==> src/rtl/vcrf_pkg.sv <==
// Package for the video control register file: address map constants,
// field masks and colour extension function. No dependencies.
`default_nettype none
package vcrf_pkg;
    localparam logic [9:0] P_TEXT_A   = 10'h030;
    localparam logic [9:0] P_TEXT_B   = 10'h148;
    localparam logic [9:0] FB_BASE    = 10'h200;
    localparam logic [9:0] PAL_BASE   = 10'h300;
    localparam logic [15:0] SCREEN_INTERLACE = 16'h0080;

    // Configuration register indexes
    localparam logic [1:0] REG_CRT_HIGH_RATE = 2'd0;

    // Memory word layout: one 32-bit word per entry
    localparam int MEM_W = 32;

    typedef enum logic [1:0] {
        T_ST_IDLE = 2'd0,
        T_ST_READ = 2'd1,
        T_ST_OUT  = 2'd2
    } t_state;

    typedef enum logic [1:0] {
        T_LR_INTERLACED = 2'd0,
        T_LR_HIGH       = 2'd1,
        T_LR_NORMAL     = 2'd2
    } t_line_rate;

    // Colour low-bit extension
    function automatic logic [15:0] extend_colour(input logic [15:0] c);
        logic [15:0] r;
        r = c;
        if ((c & 16'hf000) != 16'h0) r = r | 16'h0c00;
        if ((c & 16'h03c0) != 16'h0) r = r | 16'h0020;
        if ((c & 16'h001e) != 16'h0) r = r | 16'h0001;
        return r;
    endfunction
endpackage
`default_nettype wire

==> src/rtl/vcrf_if.sv <==
// Valid/ready channel interface carrying the request or result payload.
// No dependencies.
`default_nettype none
interface vcrf_req_if;
    logic       valid;
    logic       ready;
    logic       action;
    logic [9:0] port;
    logic [7:0] write_data;
    modport source (output valid, output action, output port, output write_data, input ready);
    modport sink   (input valid, input action, input port, input write_data, output ready);
endinterface

interface vcrf_rsp_if;
    logic       valid;
    logic       ready;
    logic [7:0] read_data;
    logic       decode_hit;
    logic [1:0] line_rate_mode;
    modport source (output valid, output read_data, output decode_hit,
                    output line_rate_mode, input ready);
    modport sink   (input valid, input read_data, input decode_hit,
                    input line_rate_mode, output ready);
endinterface
`default_nettype wire

==> src/rtl/video_control_register_file.sv <==
// Video control register file: one byte request in, one result out.
// Result valid in the OUT state, after decode/read in IDLE and modify/write in READ;
// a new request is taken only once the previous result is taken, since each request
// does a read-modify-write through the single RAM port; rsp.ready low holds the result.
// Reset: clearing pass writes every RAM entry with its reset value, one per
// cycle; no request taken then.
// Depends on vcrf_pkg, vcrf_if, vcrf_ram.
`default_nettype none
module video_control_register_file #(
    parameter int FRAMEBUFFER_COUNT = 4,
    parameter int PALETTE_ENTRIES   = 32
) (
    input  wire logic       i_clk,
    input  wire logic       i_rst_n,
    vcrf_req_if.sink        req,
    vcrf_rsp_if.source      rsp,
    input  wire logic       psel,
    input  wire logic       penable,
    input  wire logic       pwrite,
    input  wire logic [1:0] paddr,
    input  wire logic [31:0] pwdata,
    output logic [31:0]     prdata,
    output logic            pready
);
    // Entry map: 0..17 scalar words, then 9 per framebuffer, then palette
    localparam int FB_REGS   = 9;
    localparam int FB_FIRST  = 18;
    localparam int PAL_FIRST = FB_FIRST + FB_REGS * FRAMEBUFFER_COUNT;
    localparam int DEPTH     = PAL_FIRST + PALETTE_ENTRIES;
    localparam int AW        = (DEPTH > 1) ? $clog2(DEPTH) : 1;

    // Scalar entry indexes
    localparam logic [AW-1:0] E_TEXT_A = AW'(0);
    localparam logic [AW-1:0] E_TEXT_B = AW'(1);
    localparam logic [AW-1:0] E_SCREEN = AW'(2);
    localparam logic [AW-1:0] E_GRES   = AW'(3);
    localparam logic [AW-1:0] E_ICOMP  = AW'(4);
    localparam logic [AW-1:0] E_DCOMP  = AW'(5);
    localparam logic [AW-1:0] E_MASKM  = AW'(6);
    localparam logic [AW-1:0] E_PALM   = AW'(7);
    localparam logic [AW-1:0] E_BACK   = AW'(8);
    localparam logic [AW-1:0] E_PMASK  = AW'(9);
    localparam logic [AW-1:0] E_TC0    = AW'(10);
    localparam logic [AW-1:0] E_MB0    = AW'(13);

    // Framebuffer entry indexes, relative to the framebuffer's first entry
    localparam int FB_START  = 0;
    localparam int FB_WIDTH  = 1;
    localparam int FB_LENGTH = 2;
    localparam int FB_DOT    = 3;
    localparam int FB_OFSX   = 4;
    localparam int FB_OFSY   = 5;
    localparam int FB_DADDR  = 6;
    localparam int FB_DHGT   = 7;
    localparam int FB_DPOS   = 8;

    assign pready = 1'b1;

    // Config register
    logic r_crt_high_rate;
    always_ff @(posedge i_clk) begin
        if (!i_rst_n) begin
            r_crt_high_rate <= 1'b0;
        end else if (psel && penable && pwrite && paddr == vcrf_pkg::REG_CRT_HIGH_RATE) begin
            r_crt_high_rate <= pwdata[0];
        end
    end
    assign prdata = (paddr == vcrf_pkg::REG_CRT_HIGH_RATE) ? {31'd0, r_crt_high_rate} : 32'd0;

    // Screen mode bit 7 mirror for the line rate output
    logic r_interlace;

    // ---------------- Decode ----------------
    logic            d_hit, d_rmw, d_rd, d_color, d_force0, d_locked;
    logic [AW-1:0]   d_addr;
    logic [1:0]      d_lane;
    logic [7:0]      d_mask;
    logic [9:0]      p;
    logic [4:0]      off;
    logic [2:0]      fbn;
    logic [9:0]      pal_i;

    always_comb begin
        p        = req.port;
        off      = p[4:0];
        fbn      = 3'(p[9:5] - 5'h10);
        pal_i    = (p - vcrf_pkg::PAL_BASE) >> 1;
        d_hit    = 1'b0;
        d_rmw    = 1'b0;
        d_rd     = 1'b0;
        d_color  = 1'b0;
        d_force0 = 1'b0;
        d_locked = 1'b0;
        d_addr   = '0;
        d_lane   = {1'b0, p[0]};
        d_mask   = 8'hff;
        if (p == vcrf_pkg::P_TEXT_A) begin
            d_hit = req.action; d_rmw = 1'b1; d_addr = E_TEXT_A; d_lane = 2'd0;
        end else if (p == vcrf_pkg::P_TEXT_B) begin
            d_hit = req.action; d_rmw = 1'b1; d_addr = E_TEXT_B; d_lane = 2'd0;
            d_force0 = 1'b1;
        end else if (p[9:4] == 6'h10) begin
            case (p[3:1])
                3'd0: begin d_addr = E_SCREEN; d_hit = 1'b1; d_rd = 1'b1; end
                3'd1: begin d_addr = E_GRES;   d_hit = 1'b1; d_rd = 1'b1; end
                3'd3: begin d_addr = E_ICOMP;  d_hit = req.action; end
                3'd4: begin d_addr = E_DCOMP;  d_hit = req.action; end
                3'd5: begin d_addr = E_MASKM;  d_hit = req.action; end
                3'd6: begin d_addr = E_PALM;   d_hit = 1'b1; d_rd = 1'b1; end
                3'd7: begin d_addr = E_BACK;   d_hit = req.action; d_color = 1'b1; end
                default: d_hit = 1'b0;
            endcase
            d_rmw = 1'b1;
        end else if (p[9:1] == 9'h088) begin
            d_addr = E_PMASK; d_hit = req.action; d_rmw = 1'b1;
        end else if (p[9:1] == 9'h092 || p[9:1] == 9'h093 || p[9:1] == 9'h097) begin
            d_addr = (p[9:1] == 9'h097) ? E_TC0 + AW'(2) : E_TC0 + AW'(p[1]);
            d_force0 = (p[9:1] == 9'h097) && !p[0];
            d_hit = req.action; d_rmw = 1'b1;
        end else if (p[9:3] == 7'h26) begin
            d_addr = E_MB0 + AW'(p[2:1]); d_hit = req.action; d_rmw = 1'b1;
        end else if (p >= vcrf_pkg::FB_BASE &&
                     p < vcrf_pkg::FB_BASE + 10'(32 * FRAMEBUFFER_COUNT)) begin
            d_locked = (fbn == 3'd1);
            d_rd  = 1'b1;
            d_hit = 1'b1;
            d_rmw = 1'b1;
            case (off)
                5'h00, 5'h01, 5'h02, 5'h03: begin
                    d_addr = AW'(FB_START); d_lane = off[1:0];
                    d_mask = (off == 5'h00) ? 8'hfc : (off == 5'h01) ? 8'hff : 8'h03;
                    if (off == 5'h03) d_locked = 1'b1;
                end
                5'h04, 5'h05: begin
                    d_addr = AW'(FB_WIDTH); d_lane = {1'b0, off[0]};
                    d_mask = off[0] ? 8'h07 : 8'hfc; d_locked = 1'b0;
                end
                5'h06, 5'h07: begin
                    d_addr = AW'(FB_LENGTH); d_lane = {1'b0, off[0]};
                    d_mask = off[0] ? 8'h03 : 8'hff;
                end
                5'h08: begin
                    d_addr = AW'(FB_DOT); d_lane = 2'd0; d_mask = 8'h1f; d_locked = 1'b0;
                end
                5'h09: begin
                    d_rmw = 1'b0; d_locked = 1'b0;
                end
                5'h0a, 5'h0b: begin
                    d_addr = AW'(FB_OFSX); d_lane = {1'b0, off[0]};
                    d_mask = off[0] ? 8'h07 : 8'hfc;
                end
                5'h0c, 5'h0d: begin
                    d_addr = AW'(FB_OFSY); d_lane = {1'b0, off[0]};
                    d_mask = off[0] ? 8'h03 : 8'hff;
                end
                5'h0e, 5'h0f, 5'h10, 5'h11: begin
                    d_addr = AW'(FB_DADDR); d_lane = 2'(off - 5'h0e);
                    d_mask = (off == 5'h0e) ? 8'hfc : (off == 5'h0f) ? 8'hff : 8'h03;
                    d_locked = (off == 5'h11);
                end
                5'h12, 5'h13: begin
                    d_addr = AW'(FB_DHGT); d_lane = {1'b0, off[0]};
                    d_mask = off[0] ? 8'h01 : 8'hff; d_locked = 1'b0;
                end
                5'h16, 5'h17: begin
                    d_addr = AW'(FB_DPOS); d_lane = {1'b0, off[0]};
                    d_mask = off[0] ? 8'h01 : 8'hff; d_locked = 1'b0;
                end
                default: begin
                    d_hit = 1'b0; d_rd = 1'b0; d_rmw = 1'b0; d_locked = 1'b0;
                end
            endcase
            d_addr = AW'(FB_FIRST) + AW'(FB_REGS) * AW'(fbn) + d_addr;
        end else if (p >= vcrf_pkg::PAL_BASE && pal_i < 10'(PALETTE_ENTRIES)) begin
            d_addr = AW'(PAL_FIRST) + AW'(pal_i); d_hit = req.action; d_rmw = 1'b1;
            d_color = 1'b1;
        end
        if (!req.action && !d_rd) d_hit = 1'b0;
    end

    // ---------------- Control ----------------
    vcrf_pkg::t_state r_state, n_state;
    logic          r_clr;
    logic [AW-1:0] r_clr_idx;
    logic          r_wr, r_hit, r_rmw, r_color, r_force0, r_locked;
    logic [AW-1:0] r_addr;
    logic [1:0]    r_lane;
    logic [7:0]    r_mask, r_wdata, r_rdata;

    logic          ram_we;
    logic [AW-1:0] ram_addr;
    logic [31:0]   ram_wdata, ram_rdata, mod_word, clr_word;
    logic [7:0]    ins;
    logic          take;

    assign req.ready = (r_state == vcrf_pkg::T_ST_IDLE) && !r_clr;
    assign take      = req.valid && req.ready;

    always_comb begin
        n_state = r_state;
        case (r_state)
            vcrf_pkg::T_ST_IDLE: if (take) n_state = vcrf_pkg::T_ST_READ;
            vcrf_pkg::T_ST_READ: n_state = vcrf_pkg::T_ST_OUT;
            vcrf_pkg::T_ST_OUT:  if (rsp.ready) n_state = vcrf_pkg::T_ST_IDLE;
            default:             n_state = vcrf_pkg::T_ST_IDLE;
        endcase
    end

    always_ff @(posedge i_clk) begin
        if (!i_rst_n) begin
            r_state   <= vcrf_pkg::T_ST_IDLE;
            r_clr     <= 1'b1;
            r_clr_idx <= '0;
        end else begin
            r_state <= n_state;
            if (r_clr) begin
                r_clr_idx <= r_clr_idx + AW'(1);
                if (r_clr_idx == AW'(DEPTH - 1)) r_clr <= 1'b0;
            end
        end
    end

    always_ff @(posedge i_clk) begin
        if (take) begin
            r_wr     <= req.action;
            r_hit    <= d_hit;
            r_rmw    <= d_rmw;
            r_color  <= d_color;
            r_force0 <= d_force0;
            r_locked <= d_locked;
            r_addr   <= d_addr;
            r_lane   <= d_lane;
            r_mask   <= d_mask;
            r_wdata  <= req.write_data;
        end
        if (r_state == vcrf_pkg::T_ST_READ) begin
            r_rdata <= r_rmw ? ram_rdata[8*r_lane +: 8] : 8'h00;
        end
    end

    // Reset values of the clearing pass
    always_comb begin
        clr_word = 32'd0;
        if (r_clr_idx == E_TC0 + AW'(2)) clr_word = 32'd1;
        if (FRAMEBUFFER_COUNT > 1) begin
            if (r_clr_idx == AW'(FB_FIRST + FB_REGS + FB_START)) clr_word = 32'hffffffff;
            if (r_clr_idx == AW'(FB_FIRST + FB_REGS + FB_LENGTH) ||
                r_clr_idx == AW'(FB_FIRST + FB_REGS + FB_OFSX) ||
                r_clr_idx == AW'(FB_FIRST + FB_REGS + FB_OFSY)) clr_word = 32'h0000ffff;
        end
    end

    // Byte-lane modify of the word read back, with colour extension for colour entries
    always_comb begin
        ins = (r_wdata | {7'd0, r_force0}) & r_mask;
        mod_word = ram_rdata;
        mod_word[8*r_lane +: 8] = ins;
        if (r_color) mod_word[15:0] = vcrf_pkg::extend_colour(mod_word[15:0]);
    end

    always_comb begin
        ram_we    = 1'b0;
        ram_addr  = r_addr;
        ram_wdata = mod_word;
        if (r_clr) begin
            ram_we = 1'b1; ram_addr = r_clr_idx; ram_wdata = clr_word;
        end else if (r_state == vcrf_pkg::T_ST_IDLE) begin
            ram_addr = d_addr;
        end else if (r_state == vcrf_pkg::T_ST_READ) begin
            ram_we = r_wr && r_hit && r_rmw && !r_locked;
        end
    end

    vcrf_ram #(.WIDTH(vcrf_pkg::MEM_W), .DEPTH(DEPTH)) u_ram (
        .i_clk  (i_clk),
        .i_we   (ram_we),
        .i_addr (ram_addr),
        .i_wdata(ram_wdata),
        .o_rdata(ram_rdata)
    );

    // Screen mode bit 7 tracks writes to the screen mode low byte
    always_ff @(posedge i_clk) begin
        if (!i_rst_n) begin
            r_interlace <= 1'b0;
        end else if (ram_we && !r_clr && r_addr == E_SCREEN && r_lane == 2'd0) begin
            r_interlace <= r_wdata[7];
        end
    end

    // Result
    assign rsp.valid      = (r_state == vcrf_pkg::T_ST_OUT);
    assign rsp.read_data  = r_wr ? 8'h00 : (r_hit ? r_rdata : 8'hff);
    assign rsp.decode_hit = r_hit;
    assign rsp.line_rate_mode = r_interlace ? vcrf_pkg::T_LR_INTERLACED :
                                (r_crt_high_rate ? vcrf_pkg::T_LR_HIGH : vcrf_pkg::T_LR_NORMAL);
endmodule
`default_nettype wire

==> src/rtl/vcrf_ram.sv <==
// Generic single-port synchronous RAM with registered read.
// No dependencies.
`default_nettype none
module vcrf_ram #(
    parameter int WIDTH = 32,
    parameter int DEPTH = 64
) (
    input  wire logic                     i_clk,
    input  wire logic                     i_we,
    input  wire logic [$clog2(DEPTH)-1:0] i_addr,
    input  wire logic [WIDTH-1:0]         i_wdata,
    output logic [WIDTH-1:0]              o_rdata
);
    logic [WIDTH-1:0] r_mem [DEPTH];
    always_ff @(posedge i_clk) begin
        if (i_we) begin
            r_mem[i_addr] <= i_wdata;
        end
        o_rdata <= r_mem[i_addr];
    end
endmodule
`default_nettype wire

==> src/flat_wrapper.sv <==
// flat-port wrapper written by rule: the top's interface ports become plain ports
module video_control_register_file_flat 
#(
    parameter int FRAMEBUFFER_COUNT = 4,
    parameter int PALETTE_ENTRIES   = 32
)
  (i_clk, i_rst_n, psel, penable, pwrite, paddr, pwdata, prdata, pready, req_valid, req_action, req_port, req_write_data, req_ready, rsp_valid, rsp_read_data, rsp_decode_hit, rsp_line_rate_mode, rsp_ready);
  vcrf_req_if req_i ();
  vcrf_rsp_if rsp_i ();
  input  wire logic i_clk;
  input  wire logic i_rst_n;
  input  wire logic psel;
  input  wire logic penable;
  input  wire logic pwrite;
  input  wire logic [1:0] paddr;
  input  wire logic [31:0] pwdata;
  output logic [31:0] prdata;
  output logic pready;
  input wire logic [$bits(req_i.valid)-1:0] req_valid;
  input wire logic [$bits(req_i.action)-1:0] req_action;
  input wire logic [$bits(req_i.port)-1:0] req_port;
  input wire logic [$bits(req_i.write_data)-1:0] req_write_data;
  output wire logic [$bits(req_i.ready)-1:0] req_ready;
  output wire logic [$bits(rsp_i.valid)-1:0] rsp_valid;
  output wire logic [$bits(rsp_i.read_data)-1:0] rsp_read_data;
  output wire logic [$bits(rsp_i.decode_hit)-1:0] rsp_decode_hit;
  output wire logic [$bits(rsp_i.line_rate_mode)-1:0] rsp_line_rate_mode;
  input wire logic [$bits(rsp_i.ready)-1:0] rsp_ready;
  assign req_i.valid = req_valid;
  assign req_i.action = req_action;
  assign req_i.port = req_port;
  assign req_i.write_data = req_write_data;
  assign req_ready = req_i.ready;
  assign rsp_valid = rsp_i.valid;
  assign rsp_read_data = rsp_i.read_data;
  assign rsp_decode_hit = rsp_i.decode_hit;
  assign rsp_line_rate_mode = rsp_i.line_rate_mode;
  assign rsp_i.ready = rsp_ready;
  video_control_register_file #(.FRAMEBUFFER_COUNT(FRAMEBUFFER_COUNT), .PALETTE_ENTRIES(PALETTE_ENTRIES)) u_core (.i_clk(i_clk), .i_rst_n(i_rst_n), .req(req_i), .rsp(rsp_i), .psel(psel), .penable(penable), .pwrite(pwrite), .paddr(paddr), .pwdata(pwdata), .prdata(prdata), .pready(pready));
endmodule
==> config.mk <==
export PLATFORM = sky130hd
export DESIGN_NAME = video_control_register_file_flat
export DESIGN_NICKNAME = d
export VERILOG_FILES = /design/src/rtl/vcrf_pkg.sv /design/src/rtl/vcrf_if.sv /design/src/rtl/video_control_register_file.sv /design/src/rtl/vcrf_ram.sv /design/src/flat_wrapper.sv
export SDC_FILE = /design/constraint.sdc
export NUM_CORES = 2
export LEC_CHECK = 0
export BUFFER_PORTS_ARGS = -buffer_cell sky130_fd_sc_hd__buf_2
export CORE_UTILIZATION = 45
export DETAILED_ROUTE_END_ITERATION = 16
export SYNTH_ARGS = -nofsm -noshare
export SYNTH_HDL_FRONTEND = slang
export SYNTH_SLANG_ARGS = --single-unit
==> constraint.sdc <==
create_clock -name i_clk -period 19 [get_ports i_clk]
set_input_delay 1.9 -clock i_clk [delete_from_list [all_inputs] [get_ports i_clk]]
set_output_delay 1.9 -clock i_clk [all_outputs]
set_load 0.005 [all_outputs]
==> qor.yml <==
run_status:
  result_of_the_run: "complete, but fails checks"
  violations_in_the_final_reports: "max-capacitance violations, max-slew violations"
hold_path:
  cell_depth_of_the_worst_min_delay_path: 2
  min-delay-path-class: "reg2reg"
worst_setup_path:
  worstPathBufferInverterCount: 6
  crit_cells: 24
  timing.critical_path.required_ns: 19.84
  timing.critical_path.from_type: "primary input"
  timing.setup.critical_path_class: "in2reg"
  critPathArrivalTime_ns: 10.47
  worst_r2r_path_depth: 12
  timing.critical_path.fanout_max: 46
  crit_path_end_kind: "flop"
  timing.critical_path.slowest_cell_delay_ns: 0.71
  largest_delay_contributor_family_on_the_critical_path: "compound AO/OA/AOI/OAI gates"
  critPathSlowestCell: "buf_4"
  worstPathCellList: "buf_2 -> inv_1 -> ha_1 -> nor2_1 -> nand2_1 -> o21ai_0 -> o21ai_0 -> ha_1 -> ha_1 -> fa_1 -> nor3b_1 -> o21ai_0 -> o311ai_2 -> a221o_4 -> buf_4 -> buf_4 -> buf_4 -> buf_4 -> mux2_2 -> a221oi_1 -> o21ai_0 -> o31ai_1 -> o22ai_1 -> a221o_1"
cts:
  cts_post_setup_buffers_inserted: 0
  cts.repair.resized: 0
  worst_skew_late_latency_ns: 0.98
  tritoncts: "yes"
  root_buffer: "clkbuf_16"
  cts.sinks: 2832
  holdBufCountCts: 0
  ctsHtreeMaxLevel: 5
  worst_setup_hold_path_clk_slew_ns: 0.06
  cts_made_buffers: 306
  clock_path_buffers: 4
logic_synthesis:
  syn_avg_cell_area_um2: 16.1
  synth_top_area_cell: "edfxtp_1"
  yosysTopAreaCellShare: 0.754
  synth.most_common_cell: "edfxtp_1"
  count_of_flip_flops_with_a_built_in_enable_after_synthesis: 2788
  synthesis.instances: 6881
  netlist_area_um2: 111000
  dominantRegCellSynth: "edfxtp_1"
  synth_common_cells: "edfxtp_1 (2,788), nand2_1 (726), a21oi_1 (438)"
  synthTopCellsByArea: "edfxtp_1 (75%), nand2_1 (2.5%), a221oi_1 (2.2%), a21oi_1 (2.0%), mux2_2 (1.9%)"
  ffs_w_async_s_r_synth: 0
  netlist-cell-type-count: 91
  ys_seq_elements: 2832
  yosysWarnings: 0
  synth_seq_area_share: 0.762
floorplanning:
  fp.dieArea_um2: 249000
  core_region_area_um2: 244000
  die_width_um: 499
  total_i_o_pin_count: 106
  die_h_um: 499
  floorplan.rows: 181
  start_util: 0.455
timing:
  timing.final.hold_violations: 0
  achievable_freq_mhz: 104
  rsz_0062_raised_after_global_routing: "no"
  worst_slew_margin_rel: -0.0218
  finalWorstPathRequiredPeriod_ns: 9.63
  timing.final.ws_setup_ns: 9.37
  final_max_slew_viol_count: 43
  finalSetupViolCount: 0
  layout_worst_path_cycle_share: 0.507
  tns_ns: 0
  clock_skew_ns: 0.103
  worstMarginPinSlew_ns: 1.53
pwr:
  total_power_mw: 13.3
  power_frac_clock: 0.420
  cell_internal_pwr_mw: 10.2
  total_switching_power_mw: 3.05
  pwr-share-seq: 0.515
  leakagePower_nw: 41.3
  peakVddDrop_uv: 103
  power_density_nw_per_um2: 106
  netSwitchingFraction: 0.230
  comb_power_share: 0.065
grt:
  grt_remaining_overflow: 0
  globalRouteTotalUtil: 0.301
  grt_max_degree: 103
  first_global_vias: 65600
  initial_antenna_violation_count: 17
  first_pass_grt_wire_length_um: 524000
detailed_routing:
  drt_pre_antenna_iters: 8
  first_iter_violations: 11600
  routed_wire_length_per_instance_um: 36.4
  vias_per_cell: 6.63
  routed-via-count: 69300
  drt_wl_total_um: 381000
  route.antenna.remaining_nets: 0
  remaining_drc_errors: 0
cells_and_area:
  final_core_util: 0.513
  post_route_cells_drive_above_1_share: 0.153
  syn_to_final_growth_pct: 12.9
  finish.net_count: 7119
placed_design:
  dp_hpwl_um: 203000
  finalWeightedCongestion: 0.927
  placement.io_buffers: 42
  detailedPlace.worstSlack_ns: 8.67
run:
  maxCapViolCount: 1
path summary, 6_finish.rpt:
path | start | endpoint | slack, ns
max | req_port[3] | u_core.u_ram.o_rdata[21]$_DFF_P_ | 9.37
min | u_core.r_interlace$_SDFFE_PN0P_ | u_core.r_interlace$_SDFFE_PN0P_ | 0.56
max reg2reg | u_core.r_state[0]$_SDFFE_PN0P_ | u_core.u_ram.o_rdata[8]$_DFF_P_ | 11.91
min reg2reg | u_core.r_interlace$_SDFFE_PN0P_ | u_core.r_interlace$_SDFFE_PN0P_ | 0.56
cells in the final DEF (no fill, tap or decap), types with 53 or more instances in the layout:
cell type	count
mux2_2	185
clkinv_1	75
clkbuf_16	313
buf_4	264
a221oi_1	275
nor2_1	65
a21oi_1	424
a31oi_1	66
clkbuf_1	66
a221o_1	53
mux2i_1	190
nand3_1	112
nor2_4	101
edfxtp_1	2788
a22oi_1	204
nand2_1	723
o21ai_0	212
a211oi_1	114
o22ai_1	60
o2bb2ai_1	100
worst min-delay path, delay by kind of cell, from the launching register on:
| kind | cells | cell delay [ns] |
|---|---|---|
| multiplexers | 1 | 0.13 |
| flip-flops | 1 | 0.33 |
| AND/OR/NAND/NOR | 1 | 0.06 |
power groups by stage:
stage | registers, mW | clock network [mW] | logic, mW
5_1_grt | 6.82 | 5.83 | 0.885
3_5_place_dp | 6.96 | 0 | 0.838
6_report | 6.83 | 5.57 | 0.865
2_1_floorplan | 6.94 | 0 | 0.465
3_3_place_gp | 6.96 | 0 | 0.832
4_1_cts | 6.82 | 5.60 | 0.840
flip-flops by register name (all words and copies together), names as in the netlist, 2 cells and up:
| signal | count |
|---|---|
| u_core.r_state | 2 |
| u_core.r_lane | 2 |
| u_core.r_wdata | 8 |
| u_core.u_ram.o_rdata | 32 |
| u_core.r_addr | 7 |
| u_core.r_rdata | 8 |
| u_core.r_clr_idx | 7 |
| u_core.r_mask | 5 |
| u_core.u_ram.r_mem | 2752 |
final cells by class:
type / instances / area, um^2
sequential: 2832 / 84600
clock buffer: 380 / 8090
inverter: 30 / 113
multi-input combinational: 3537 / 25000
clock inverter: 144 / 1020
timing repair buffer: 321 / 2490
fill: 19800 / 119000
antenna: 6 / 15.0
tap: 3202 / 4010
cell families after synthesis:
family	Yosys count	share of synthesized area
other cells	2	0.0000677
flops	2832	0.762
xor+xnor	9	0.000710
fa+ha+maj	31	0.00363
simple gates	1185	0.0465
buf+inv	542	0.0248
compound gates	1868	0.119
mux	412	0.0432
stage by stage:
stage	cell area, um^2	std cells	hold WS [ns]
4_1_cts	125000	10400	0.555
3_3_place_gp	116000	9922	0.538
2_1_floorplan	111000	6911	0.506
5_1_grt	125000	10400	0.583
3_5_place_dp	116000	9922	0.556
6_report	125000	10500	0.559
layer usage:
metal	GRT usage	share of wire	vias up	wire length [um]
met5	0	0.000034	-	13
met4	0.140	0.052	2	20000
met3	0.0726	0.13	835	47900
met2	0.451	0.44	4779	169000
met1	0.414	0.38	35800	144000
li1	-	-	27900	-
Power figures use the tool's default switching activity.
